==> config.mk <==
export PLATFORM = sky130hd
export DESIGN_NAME = clamped_block_averager_unit
export DESIGN_NICKNAME = d
export VERILOG_FILES = /design/src/rtl/cba_pkg.sv /design/src/rtl/cba_dp.sv /design/src/rtl/cba_ctrl.sv /design/src/rtl/clamped_block_averager_unit.sv
export VERILOG_INCLUDE_DIRS = /design/src /design/src/rtl
export SDC_FILE = /design/constraint.sdc
export NUM_CORES = 1
export LEC_CHECK = 0
export BUFFER_PORTS_ARGS = -buffer_cell sky130_fd_sc_hd__buf_2
export CAP_MARGIN = 30
export CORE_MARGIN = 5
export CORE_UTILIZATION = 34
export DETAILED_ROUTE_END_ITERATION = 10
export GPL_TIMING_DRIVEN = 0
export SYNTH_ARGS = -nofsm -noshare
export SYNTH_HDL_FRONTEND = slang
export SYNTH_SLANG_ARGS = --single-unit
==> constraint.sdc <==
create_clock -name clock -period 4.97 [get_ports clock]
set_input_delay 0 -clock clock [delete_from_list [all_inputs] [get_ports clock]]
set_output_delay 0 -clock clock [all_outputs]
set_load 0.05 [all_outputs]
==> src/rtl/clamped_block_averager_unit_defines.svh <==
// Assertion macros used by the averager control block (cba_ctrl).
`ifndef CLAMPED_BLOCK_AVERAGER_UNIT_DEFINES_SVH
`define CLAMPED_BLOCK_AVERAGER_UNIT_DEFINES_SVH

// Same-cycle implication, clocked on clock, off during reset.
`define CBA_ASSERT_NOW(name, ante, cons) \
   name: assert property (@(posedge clock) disable iff (reset) (ante) |-> (cons)) \
      else $error("cba assertion failed");

// Next-cycle implication, clocked on clock, off during reset.
`define CBA_ASSERT_NEXT(name, ante, cons) \
   name: assert property (@(posedge clock) disable iff (reset) (ante) |=> (cons)) \
      else $error("cba assertion failed");

`endif

==> src/rtl/cba_pkg.sv <==
`default_nettype none

package cba_pkg;

   localparam int MAX_WINDOW     = 255;
   localparam int WINDOW_RESET   = 10;
   localparam int SUM_W          = 22;
   localparam int OUT_W          = 14;
   localparam int DIVD_W         = 23;
   localparam int DIVR_W         = 9;
   localparam int DIV_STEPS      = OUT_W;
   localparam int STEP_W         = $clog2(DIV_STEPS);

   localparam logic signed [15:0] TEMP_MIN = -16'sd4000;
   localparam logic signed [15:0] TEMP_MAX = 16'sd8000;
   localparam logic signed [15:0] HUMI_MIN = 16'sd0;
   localparam logic signed [15:0] HUMI_MAX = 16'sd10000;

   typedef enum logic [1:0] {
      ST_IDLE,
      ST_EVAL,
      ST_DIV,
      ST_OUT
   } state_type;

   typedef struct packed {
      logic accum;
      logic div_load;
      logic div_step;
      logic out_load;
   } cmd_type;

   typedef struct packed {
      logic window_hit;
   } status_type;

endpackage

`default_nettype wire

==> src/rtl/cba_dp.sv <==
`default_nettype none

module cba_dp
   import cba_pkg::*;
(
   input  wire logic                    clock,
   input  wire logic                    reset,
   input  wire logic                    csr_wr_en,
   input  wire logic [7:0]              csr_wr_data,
   input  wire logic                    req_sample_ok,
   input  wire logic signed [15:0]      req_temp_sample,
   input  wire logic signed [15:0]      req_humi_sample,
   input  wire cmd_type                 cmd,
   output status_type                   sts,
   output logic signed [OUT_W-1:0]      rsp_mean_temp,
   output logic [OUT_W-1:0]             rsp_mean_humi
);

   logic [7:0]              window_ff;
   logic [7:0]              window_in;
   logic [7:0]              win_eff;
   logic signed [SUM_W-1:0] temp_sum_ff, temp_sum_in;
   logic [SUM_W-1:0]        humi_sum_ff, humi_sum_in;
   logic [7:0]              count_ff, count_in;
   logic signed [OUT_W-1:0] temp_clamp;
   logic [OUT_W-1:0]        humi_clamp;
   logic [SUM_W-1:0]        temp_mag;
   logic [DIVD_W-1:0]       temp_divd, humi_divd;
   logic [DIVR_W-1:0]       divr_ff, divr_in;
   logic [DIVR_W-1:0]       t_rem_ff, t_rem_in, h_rem_ff, h_rem_in;
   logic [OUT_W-1:0]        t_quo_ff, t_quo_in, h_quo_ff, h_quo_in;
   logic                    t_neg_ff, t_neg_in;
   logic [DIVR_W:0]         t_shift, h_shift, t_diff, h_diff;
   logic signed [OUT_W-1:0] mean_temp_ff, mean_temp_in;
   logic [OUT_W-1:0]        mean_humi_ff, mean_humi_in;

   always_comb begin
      window_in = csr_wr_en ? csr_wr_data : window_ff;
      if (window_ff == 8'd0) begin
         win_eff = 8'd1;
      end else if (32'(window_ff) > MAX_WINDOW) begin
         win_eff = 8'(MAX_WINDOW);
      end else begin
         win_eff = window_ff;
      end
      sts.window_hit = (count_ff != 8'd0) && (count_ff >= win_eff);
   end

   always_comb begin
      if (req_temp_sample < TEMP_MIN) begin
         temp_clamp = OUT_W'(TEMP_MIN);
      end else if (req_temp_sample > TEMP_MAX) begin
         temp_clamp = OUT_W'(TEMP_MAX);
      end else begin
         temp_clamp = req_temp_sample[OUT_W-1:0];
      end
      if (req_humi_sample < HUMI_MIN) begin
         humi_clamp = OUT_W'(HUMI_MIN);
      end else if (req_humi_sample > HUMI_MAX) begin
         humi_clamp = OUT_W'(HUMI_MAX);
      end else begin
         humi_clamp = req_humi_sample[OUT_W-1:0];
      end
   end

   always_comb begin
      temp_mag  = temp_sum_ff[SUM_W-1] ? SUM_W'(-temp_sum_ff) : temp_sum_ff;
      temp_divd = {temp_mag, 1'b0} + DIVD_W'(count_ff);
      humi_divd = {humi_sum_ff, 1'b0} + DIVD_W'(count_ff);

      temp_sum_in = temp_sum_ff;
      humi_sum_in = humi_sum_ff;
      count_in    = count_ff;
      divr_in     = divr_ff;
      t_neg_in    = t_neg_ff;
      t_rem_in    = t_rem_ff;
      h_rem_in    = h_rem_ff;
      t_quo_in    = t_quo_ff;
      h_quo_in    = h_quo_ff;

      t_shift = {t_rem_ff, t_quo_ff[OUT_W-1]};
      h_shift = {h_rem_ff, h_quo_ff[OUT_W-1]};
      t_diff  = t_shift - {1'b0, divr_ff};
      h_diff  = h_shift - {1'b0, divr_ff};

      if (cmd.accum && req_sample_ok && (count_ff != 8'hFF)) begin
         temp_sum_in = temp_sum_ff + {{(SUM_W-OUT_W){temp_clamp[OUT_W-1]}}, temp_clamp};
         humi_sum_in = humi_sum_ff + {{(SUM_W-OUT_W){1'b0}}, humi_clamp};
         count_in    = count_ff + 8'd1;
      end

      if (cmd.div_load) begin
         divr_in     = {count_ff, 1'b0};
         t_neg_in    = temp_sum_ff[SUM_W-1];
         t_rem_in    = temp_divd[DIVD_W-1:OUT_W];
         t_quo_in    = temp_divd[OUT_W-1:0];
         h_rem_in    = humi_divd[DIVD_W-1:OUT_W];
         h_quo_in    = humi_divd[OUT_W-1:0];
         temp_sum_in = '0;
         humi_sum_in = '0;
         count_in    = 8'd0;
      end

      if (cmd.div_step) begin
         if (!t_diff[DIVR_W]) begin
            t_rem_in = t_diff[DIVR_W-1:0];
         end else begin
            t_rem_in = t_shift[DIVR_W-1:0];
         end
         t_quo_in = {t_quo_ff[OUT_W-2:0], ~t_diff[DIVR_W]};
         if (!h_diff[DIVR_W]) begin
            h_rem_in = h_diff[DIVR_W-1:0];
         end else begin
            h_rem_in = h_shift[DIVR_W-1:0];
         end
         h_quo_in = {h_quo_ff[OUT_W-2:0], ~h_diff[DIVR_W]};
      end

      mean_temp_in = mean_temp_ff;
      mean_humi_in = mean_humi_ff;
      if (cmd.out_load) begin
         mean_temp_in = t_neg_ff ? OUT_W'(-t_quo_ff) : t_quo_ff;
         mean_humi_in = h_quo_ff;
      end
   end

   always_ff @(posedge clock) begin
      if (reset) begin
         window_ff   <= 8'(WINDOW_RESET);
         temp_sum_ff <= '0;
         humi_sum_ff <= '0;
         count_ff    <= 8'd0;
      end else begin
         window_ff   <= window_in;
         temp_sum_ff <= temp_sum_in;
         humi_sum_ff <= humi_sum_in;
         count_ff    <= count_in;
      end
   end

   always_ff @(posedge clock) begin
      divr_ff      <= divr_in;
      t_neg_ff     <= t_neg_in;
      t_rem_ff     <= t_rem_in;
      h_rem_ff     <= h_rem_in;
      t_quo_ff     <= t_quo_in;
      h_quo_ff     <= h_quo_in;
      mean_temp_ff <= mean_temp_in;
      mean_humi_ff <= mean_humi_in;
   end

   assign rsp_mean_temp = mean_temp_ff;
   assign rsp_mean_humi = mean_humi_ff;

endmodule

`default_nettype wire

==> src/rtl/cba_ctrl.sv <==
`default_nettype none

`include "clamped_block_averager_unit_defines.svh"

module cba_ctrl
   import cba_pkg::*;
(
   input  wire logic       clock,
   input  wire logic       reset,
   input  wire logic       req_valid,
   output logic            req_ready,
   output logic            rsp_valid,
   input  wire logic       rsp_ready,
   input  wire status_type sts,
   output cmd_type         cmd
);

   state_type           state_ff, state_in;
   logic [STEP_W-1:0]   step_ff, step_in;
   logic                rsp_valid_ff, rsp_valid_in;
   logic                div_last;

   assign div_last = (step_ff == STEP_W'(DIV_STEPS - 1));

   always_ff @(posedge clock) begin
      if (reset) begin
         state_ff     <= ST_IDLE;
         step_ff      <= '0;
         rsp_valid_ff <= 1'b0;
      end else begin
         state_ff     <= state_in;
         step_ff      <= step_in;
         rsp_valid_ff <= rsp_valid_in;
      end
   end

   always_comb begin
      state_in  = state_ff;
      step_in   = step_ff;
      cmd       = '0;
      req_ready = 1'b0;
      unique case (state_ff)
         ST_IDLE: begin
            req_ready = 1'b1;
            if (req_valid) begin
               cmd.accum = 1'b1;
               state_in  = ST_EVAL;
            end
         end
         ST_EVAL: begin
            if (sts.window_hit) begin
               cmd.div_load = 1'b1;
               step_in      = '0;
               state_in     = ST_DIV;
            end else begin
               state_in = ST_IDLE;
            end
         end
         ST_DIV: begin
            cmd.div_step = 1'b1;
            step_in      = step_ff + 1'b1;
            if (div_last) begin
               state_in = ST_OUT;
            end
         end
         ST_OUT: begin
            if (!rsp_valid_ff || rsp_ready) begin
               cmd.out_load = 1'b1;
               state_in     = ST_IDLE;
            end
         end
         default: begin
            state_in = ST_IDLE;
         end
      endcase
      rsp_valid_in = (rsp_valid_ff && !rsp_ready) || cmd.out_load;
   end

   assign rsp_valid = rsp_valid_ff;

   `CBA_ASSERT_NEXT(a_div_ends, (state_ff == ST_DIV) && div_last, (state_ff == ST_OUT))
   `CBA_ASSERT_NEXT(a_load_shows, cmd.out_load, rsp_valid_ff)
   `CBA_ASSERT_NEXT(a_accum_evals, cmd.accum, (state_ff == ST_EVAL))
   `CBA_ASSERT_NOW(a_no_overwrite, cmd.out_load, (!rsp_valid_ff || rsp_ready))

endmodule

`default_nettype wire

==> src/rtl/clamped_block_averager_unit.sv <==
// Channel   Handshake              Payload
// req       req_valid/req_ready    req_sample_ok, req_temp_sample, req_humi_sample
// rsp       rsp_valid/rsp_ready    rsp_mean_temp, rsp_mean_humi
// csr       csr_wr_en              csr_wr_data (window length)
//
// An item that closes no window passes through accumulate and window check.
// An item that closes a window also has the two restoring dividers run 14 steps
// side by side, one quotient bit per cycle, then loads the output register.
// Reset is synchronous: sums and count clear, window length returns to 10.
// A waiting result does not block accumulation; only a new result waits for rsp_ready.
`default_nettype none

module clamped_block_averager_unit
   import cba_pkg::*;
(
   input  wire logic                    clock,
   input  wire logic                    reset,
   input  wire logic                    csr_wr_en,
   input  wire logic [7:0]              csr_wr_data,
   input  wire logic                    req_valid,
   output logic                         req_ready,
   input  wire logic                    req_sample_ok,
   input  wire logic signed [15:0]      req_temp_sample,
   input  wire logic signed [15:0]      req_humi_sample,
   output logic                         rsp_valid,
   input  wire logic                    rsp_ready,
   output logic signed [OUT_W-1:0]      rsp_mean_temp,
   output logic [OUT_W-1:0]             rsp_mean_humi
);

   cmd_type    cmd;
   status_type sts;

   cba_ctrl u_ctrl (
      .clock     (clock),
      .reset     (reset),
      .req_valid (req_valid),
      .req_ready (req_ready),
      .rsp_valid (rsp_valid),
      .rsp_ready (rsp_ready),
      .sts       (sts),
      .cmd       (cmd)
   );

   cba_dp u_dp (
      .clock           (clock),
      .reset           (reset),
      .csr_wr_en       (csr_wr_en),
      .csr_wr_data     (csr_wr_data),
      .req_sample_ok   (req_sample_ok),
      .req_temp_sample (req_temp_sample),
      .req_humi_sample (req_humi_sample),
      .cmd             (cmd),
      .sts             (sts),
      .rsp_mean_temp   (rsp_mean_temp),
      .rsp_mean_humi   (rsp_mean_humi)
   );

endmodule

`default_nettype wire

; Yosys cells after proc, flatten, opt, wreduce, memory -nomap -nowiden
; Index checks and enable logic that the tools add are counted.
[word_totals]
ff_bits = 150
inputBits = 46
out_inout_bits = 30
wordCells = 89
[classes]
add_sub_neg = 10
magnitude_cmp = 5
eq_ne = 9
muxes = 32
bitwise_logic = 2
n_reduce_logical = 16
[op_table]
columns = cell, count
row1 = 14-bit two-way mux, 9
row2 = 9-bit two-way mux, 6
row3 = 23-bit by 8-bit adder with 23-bit output, 2
row4 = 22-bit by 14-bit adder with 22-bit output, 1
row5 = 22-bit adder, 1
row6 = 22-bit two-way mux, 1
row7 = 22-bit negation, 1
row8 = 10-bit by 9-bit subtractor with 10-bit output, 2
row9 = "16-bit by 14-bit > comparator with 1-bit output, second input constant", 1
row10 = "16-bit by 15-bit > comparator with 1-bit output, second input constant", 1
row11 = "16-bit by 1-bit < comparator with 1-bit output, second input constant", 1
row12 = "16-bit by 13-bit < comparator with 1-bit output, second input constant", 1
row13 = 14-bit negation, 1
row14 = "8-bit by 1-bit adder with 8-bit output, second input constant", 1
row15 = 8-bit >= comparator, 1
row16 = 8-bit logical NOT, 1
row17 = 1-bit two-way mux, 8
row18 = 2-bit two-way mux, 4
row19 = 8-bit two-way mux, 1
row20 = "8-bit inequality test, second input constant", 1
row21 = 2-bit case mux with 4 select lines, 1
row22 = 4-bit case mux with 2 select lines, 1
row23 = 8-bit nonzero test, 1
row24 = "4-bit by 1-bit adder with 4-bit output, second input constant", 1
row25 = other kinds (15), 25

; Logic depth before layout (Yosys ltp)
[logic_depth]
ltp_word = 8
depth_mapped = 17
depth_no_buf = 17

; By module
; From an unflattened synthesis, not the netlist that was laid out.
[unflattened]
hier_cells = 1166
area_unflattened_um2 = 10527.6
[by_module_without_submodules]
columns = module, n_inst, cells_per_inst, area_each_um2, seq_area_each_um2
row1 = cba_dp, 1, 1122, 10173.5, 3693.5
row2 = cba_ctrl, 1, 44, 354.1, 140.1

; Least setup slack after synthesis
; No wires, ideal clock.
[synth_timing]
path_kind = input port to flip-flop
start = input port req_temp_sample[5]
end = register u_dp.temp_sum_ff[21]
setup_time_ns = 0.123
arrival_time_ns = 3.351
required_time_ns = 4.847
path_slack_ns = 1.496
path_stages = 14
n_path_buf = 0
cell_sequence = or4_1 > o31a_1 > o2111ai_1 > a21oi_1 > or3_1 > ha_1 > nand2_1 > o21ai_0 > nand2_1 > o21ai_1 > a211oi_1 > or4_1 > nand2_1 > mux2_1
[synth_between]
elab_chain_len = 4
elab_cells_between_ends = 5
cone_classes = add/sub: 1 / order compare: 2 / mux: 2
[synth_rtl]
columns = element, line
row1 = from (decl), clamped_block_averager_unit.sv:23  ; input wire logic signed [15:0] req_temp_sample,
row2 = 16-bit by 14-bit > comparator with 1-bit output, cba_dp.sv:52  ; end else if (req_temp_sample > TEMP_MAX) begin
row3 = 14-bit two-way mux, cba_dp.sv:52
row4 = 14-bit two-way mux (*), cba_dp.sv:50  ; if (req_temp_sample < TEMP_MIN) begin
row5 = 22-bit adder (*), cba_dp.sv:87  ; temp_sum_in = temp_sum_ff + {{(SUM_W-OUT_W){temp_clamp[OUT_W-1]}}, temp_clamp};
row6 = to (signal assigned), cba_dp.sv:135  ; temp_sum_ff <= temp_sum_in;
row7 = to (decl), cba_dp.sv:22  ; logic signed [SUM_W-1:0] temp_sum_ff, temp_sum_in;
; Mark *: on every way between the ends. The rest lies on a longest branch, timed or not.
; A chain may end at the register's enable or synchronous reset.

; Final worst setup path
[layout_timing]
start = register u_dp.temp_sum_ff[21]
end = register u_dp.t_rem_ff[4], data pin
[layout_between]
elab_chain_len = 4
[layout_rtl]
columns = element, line
row1 = 22-bit two-way mux, cba_dp.sv:67  ; temp_mag = temp_sum_ff[SUM_W-1] ? SUM_W'(-temp_sum_ff) : temp_sum_ff;
row2 = 23-bit by 8-bit adder with 23-bit output, cba_dp.sv:68  ; temp_divd = {temp_mag, 1'b0} + DIVD_W'(count_ff);
row3 = 9-bit two-way mux, cba_dp.sv:92  ; if (cmd.div_load) begin
row4 = 9-bit two-way mux, cba_dp.sv:104  ; if (cmd.div_step) begin
row5 = via u_dp.t_rem_in[4], cba_dp.sv:30  ; logic [DIVR_W-1:0] t_rem_ff, t_rem_in, h_rem_ff, h_rem_in;
row6 = to (signal assigned), cba_dp.sv:144  ; t_rem_ff <= t_rem_in;
row7 = to (decl), cba_dp.sv:30
; The timed path passes the listed nets, and every way through them passes these cells. The select of a mux whose other input is x is not followed.

==> results.md <==
| Step | Result | This run |
|---|---|---|
| sta | Maximum frequency from static timing analysis | 241.3 MHz |
| pwr | Gate power share | 14.3% |
| clock network | Clk_lat worst skew | 0.43 ns |
| grt | Vias in the first global route | 8303 |
| cells and area | Final standard cell utilization of the core | 40.05% |
| setup path | Endpoint arrival time on the critical path | 4.30 ns |
| setup path | Number of cells traversed by the worst register-to-register path | 14 |
| die | Die boundary width | 184.1 um |
| clock network | Worst-path clk slew | 0.07 ns |
| logic synthesis | Number of instances in the synthesized netlist | 1150 |
| sta | Number of failing setup endpoints in the final timing report | 0 |
| job | Max_cap viols | 0 |
| clock network | Maximum buffer depth of the clock tree | 2 |
| logic synthesis | Cell area after synthesis | 0.01030 mm2 |
| detailed routing | Pre-antenna DRT Iters | 4 |
| clock network | Post-CTS setup-driven buffer insertion count | 0 |
| cells and area | Post-layout instance area | 0.01193 mm2 |
| detailed routing | Final antenna-violating net count | 0 |
| detailed routing | Drt total wl | 26.24 mm |
| sta | Post-route clock skew | 0.01009 ns |
| clock network | Clock tree root driver cell | sky130_fd_sc_hd__clkbuf_16 |
| setup path | Termination of the worst setup path | u_dp.t_rem_ff[4] |
| setup path | Startpoint of the most critical register-to-register path | u_dp.temp_sum_ff[21] |
| pwr | Clock Power Share | 41.3% |
| sta | Normalized max-slew margin | 36.64% |
| clock network | CTS tree | built |
| clock network | Count of H-tree levels built during CTS | 4 |
| clock network | Number of sinks on the clock net | 150 |
| die | Placeable core area | 0.02980 mm2 |
| detailed routing | DRC violations left | 0 |
| logic synthesis | Post-synthesis sequential area ratio | 37.21% |
| die | DIE AREA | 0.03389 mm2 |
| cells and area | Area Overhead vs Synth | 15.82% |
| logic synthesis | Prevailing post-synth register cell | sky130_fd_sc_hd__edfxtp_1 |
| min path | Type of the most critical hold path | input port to flop |
| sta | Total count of hold-check failures in the final report | 0 |
| min path | Worst Min Path Start | req_temp_sample[15] |
| die | Die Y-Extent | 184.1 um |
| placement | Half-perimeter wire length after placement | 20.58 mm |
| logic synthesis | Total of warnings raised by yosys | 0 |
| pwr | Peak supply drop | 0.0002730 V |
| pwr | Cell Pwr Density | 256.9 mW/mm2 |
| cells and area | Register area | 0.003834 mm2 |
| die | Row Count | 63 |
| setup path | R2R Path End | u_dp.t_rem_ff[4] |
| placement | IO buf count | 74 |
| run status | Result of the run | complete, no violations |
| setup path | Crit path from | u_dp.temp_sum_ff[21] |
| sta | Final clock period utilization by the worst path | 83.37% |
| grt | Overall track demand over capacity in global routing | 15.74% |
| sta | Slew @ Worst Pin | 0.9504 ns |
| pwr | Design internal power | 0.002212 W |
| grt | Initial antenna violation count | 0 |
| detailed routing | Vias/cell | 5.127 |
| setup path | Sort of element at the start of the critical path | flop |
| sta | Setup TNS | 0 ns |
| logic synthesis | Flop and latch count out of synthesis | 150 |
| cells and area | Share of layout cells above drive strength 1 | 11.08% |
| setup path | Critical Path Fanout Max | 10 |
| placement | Final estimated routing congestion in global placement | 0.8701 |
| setup path | Critical path type | flop to flop |
| setup path | Worst Setup End Kind | flop |
| grt | Largest net degree at the start of global routing | 26 |
| sta | Tmin final | 4.144 ns |
| grt | Global-route wire length before repair | 43.06 mm |
| logic synthesis | Number of different library cells in the post-synthesis netlist | 72 |
| pwr | Net Switching | 0.0008546 W |
| pwr | Leakage component of the power | 4.811 nW |
| pwr | Fraction of power consumed by sequential logic | 44.4% |
| die | Initial core utilization | 34.58% |
| logic synthesis | Mapped Avg Cell Area | 8.960 um2 |
| grt | Total global routing overflow | 0 |
| setup path | Crit path required time | 5.12 ns |
| cells and area | Antenna cells | 0 |
| setup path | Register-to-register setup slack | 0.83 ns |
| sta | Unrepaired setup endpoints after global routing | false |
| clock network | Number of instances resized during post-cts repair | 0 |
| cells and area | Most frequent cells in the layout | sky130_fd_sc_hd__nand2_1, sky130_fd_sc_hd__nor2_1, sky130_fd_sc_hd__a21oi_1 |
| cells and area | Most common cell after layout, fill and taps aside | sky130_fd_sc_hd__nand2_1 |
| cells and area | Fin nets | 1391 |
| cells and area | Filler instances | 3001 |
| logic synthesis | Count of flip-flops with a built-in enable after synthesis | 83 |
| die | I/O pin count | 76 |
| detailed routing | Total number of vias | 8527 |
| placement | Dpl cell area | 0.01123 mm2 |
| placement | Cells after DPL | 1618 |
| clock network | CTS buffer count | 17 |
| logic synthesis | Post-synth net total | 1281 |
| cells and area | Final standard cell count with taps included and fillers excluded | 1663 |
| sta | Count of pins over their slew limit | 0 |
| cells and area | Multi-input gate area in the final layout | 0.006128 mm2 |
| detailed routing | Initial detailed-routing violation count | 518 |
| logic synthesis | Post-synth ARST share | 0% |
| pwr | Switching Fraction | 27.87% |
| detailed routing | WL/cell | 15.78 um |
layout make-up:
type / instances / area share (%)
multi-input combinational: 908 / 51.35
sequential: 150 / 32.12
timing repair buffer: 91 / 4.708
tap: 390 / 4.089
clock buffer: 17 / 3.565
inverter: 52 / 1.636
buffer: 40 / 1.300
clock inverter: 15 / 1.227
cells in the mapped netlist (22+ instances only):
cell	count	area (um2)
sky130_fd_sc_hd__nand2_1	135	506.7
sky130_fd_sc_hd__nor2_1	108	405.4
sky130_fd_sc_hd__a21oi_1	96	480.5
sky130_fd_sc_hd__edfxtp_1	83	2492
sky130_fd_sc_hd__ha_1	79	988.5
sky130_fd_sc_hd__xnor2_1	76	665.6
sky130_fd_sc_hd__dfxtp_1	67	1341
sky130_fd_sc_hd__inv_1	52	195.2
sky130_fd_sc_hd__o21ai_0	45	225.2
sky130_fd_sc_hd__clkbuf_1	34	127.6
sky130_fd_sc_hd__xor2_1	31	271.5
sky130_fd_sc_hd__mux2i_1	30	300.3
sky130_fd_sc_hd__nand3_1	25	125.1
sky130_fd_sc_hd__nand2b_1	24	150.1
sky130_fd_sc_hd__nor3_1	24	120.1
sky130_fd_sc_hd__a21o_1	22	165.2
what timing repair did:
| action | in CTS | in global routing |
|---|---|---|
| setup endpoints to repair | 0 | 0 |
| hold endpoints to repair | 12 | 0 |
| hold buffers | 13 | 0 |
kinds of logic after synthesis:
group           after synthesis  share of synthesized area, %
flops                       150                         37.21
mux                          35                         3.461
compound gates              270                         16.82
xor+xnor                    107                         9.095
buf+inv                      92                         3.400
fa+ha+maj                    85                         10.76
simple gates                411                         19.26
state kept, by name, indices dropped and copies added (netlist names), named ones only:
register	count
u_ctrl.rsp_valid	1
u_ctrl.state_ff	1
u_ctrl.step_ff	4
u_dp.count_ff	8
u_dp.divr_ff	8
u_dp.h_quo_ff	14
u_dp.h_rem_ff	9
u_dp.humi_sum_ff	22
u_dp.rsp_mean_humi	14
u_dp.rsp_mean_temp	14
u_dp.t_neg_ff	1
u_dp.t_quo_ff	14
u_dp.t_rem_ff	9
u_dp.temp_sum_ff	22
u_dp.window_ff	8
power groups by stage:
stage	Sequential, W	Clock (W)	Combinational (W)
after floorplan	0.00137	0	0.000323
after global placement	0.00139	0	0.000420
after detailed placement	0.00139	0	0.000427
after CTS	0.00136	0.00129	0.000437
after global routing	0.00136	0.00135	0.000495
final	0.00136	0.00127	0.000439
layer usage:
layer  wire length, um  part of all wire [%]  track usage (%)  vias up
met1             12990                    50            22.29     3959
met3              1090                   4.2            2.414       22
met2             11860                    45            25.53      182
li1                  -                     -                -     4364
met5                 0                     0                0        -
met4               294                   1.1            3.372        0
through the flow:
stage               hold WS, ns  setup slack (ns)  total power (W)
global route             0.1179            0.4420         0.003208
detailed placement       0.2355            0.8837         0.001815
floorplan               0.06907             1.496         0.001697
global placement         0.2330            0.9429         0.001807
CTS                     0.08096            0.8563         0.003090
finish                  0.09590            0.8263         0.003066
critical path, stage by stage, from the launching register on:
cell and delay [ns]:
sky130_fd_sc_hd__dfxtp_1 0.44, sky130_fd_sc_hd__buf_1 0.42, sky130_fd_sc_hd__clkbuf_1 0.41, sky130_fd_sc_hd__o21ai_0 0.21, sky130_fd_sc_hd__xnor2_1 0.17, sky130_fd_sc_hd__ha_1 0.37
sky130_fd_sc_hd__nand2_1 0.06, sky130_fd_sc_hd__o21ai_0 0.35, sky130_fd_sc_hd__o221ai_1 0.33, sky130_fd_sc_hd__nor4_4 0.30, sky130_fd_sc_hd__and3_1 0.21, sky130_fd_sc_hd__buf_4 0.13
sky130_fd_sc_hd__nor3b_2 0.17, sky130_fd_sc_hd__xor2_1 0.20, sky130_fd_sc_hd__mux2i_1 0.10
worst min path at each step:
stage | end | slack (ns) | cells after the start
3_3_place_gp | u_dp.window_ff[3] | 0.23 | 3
4_1_cts | u_dp.temp_sum_ff[21] | 0.08 | 4
6_report | u_dp.temp_sum_ff[21] | 0.1 | 4
3_5_place_dp | u_dp.window_ff[1] | 0.24 | 3
5_1_grt | u_dp.temp_sum_ff[21] | 0.12 | 4
2_1_floorplan | u_ctrl.step_ff[2] | 0.07 | 1
Note: power is estimated with default switching activity, not from simulation.
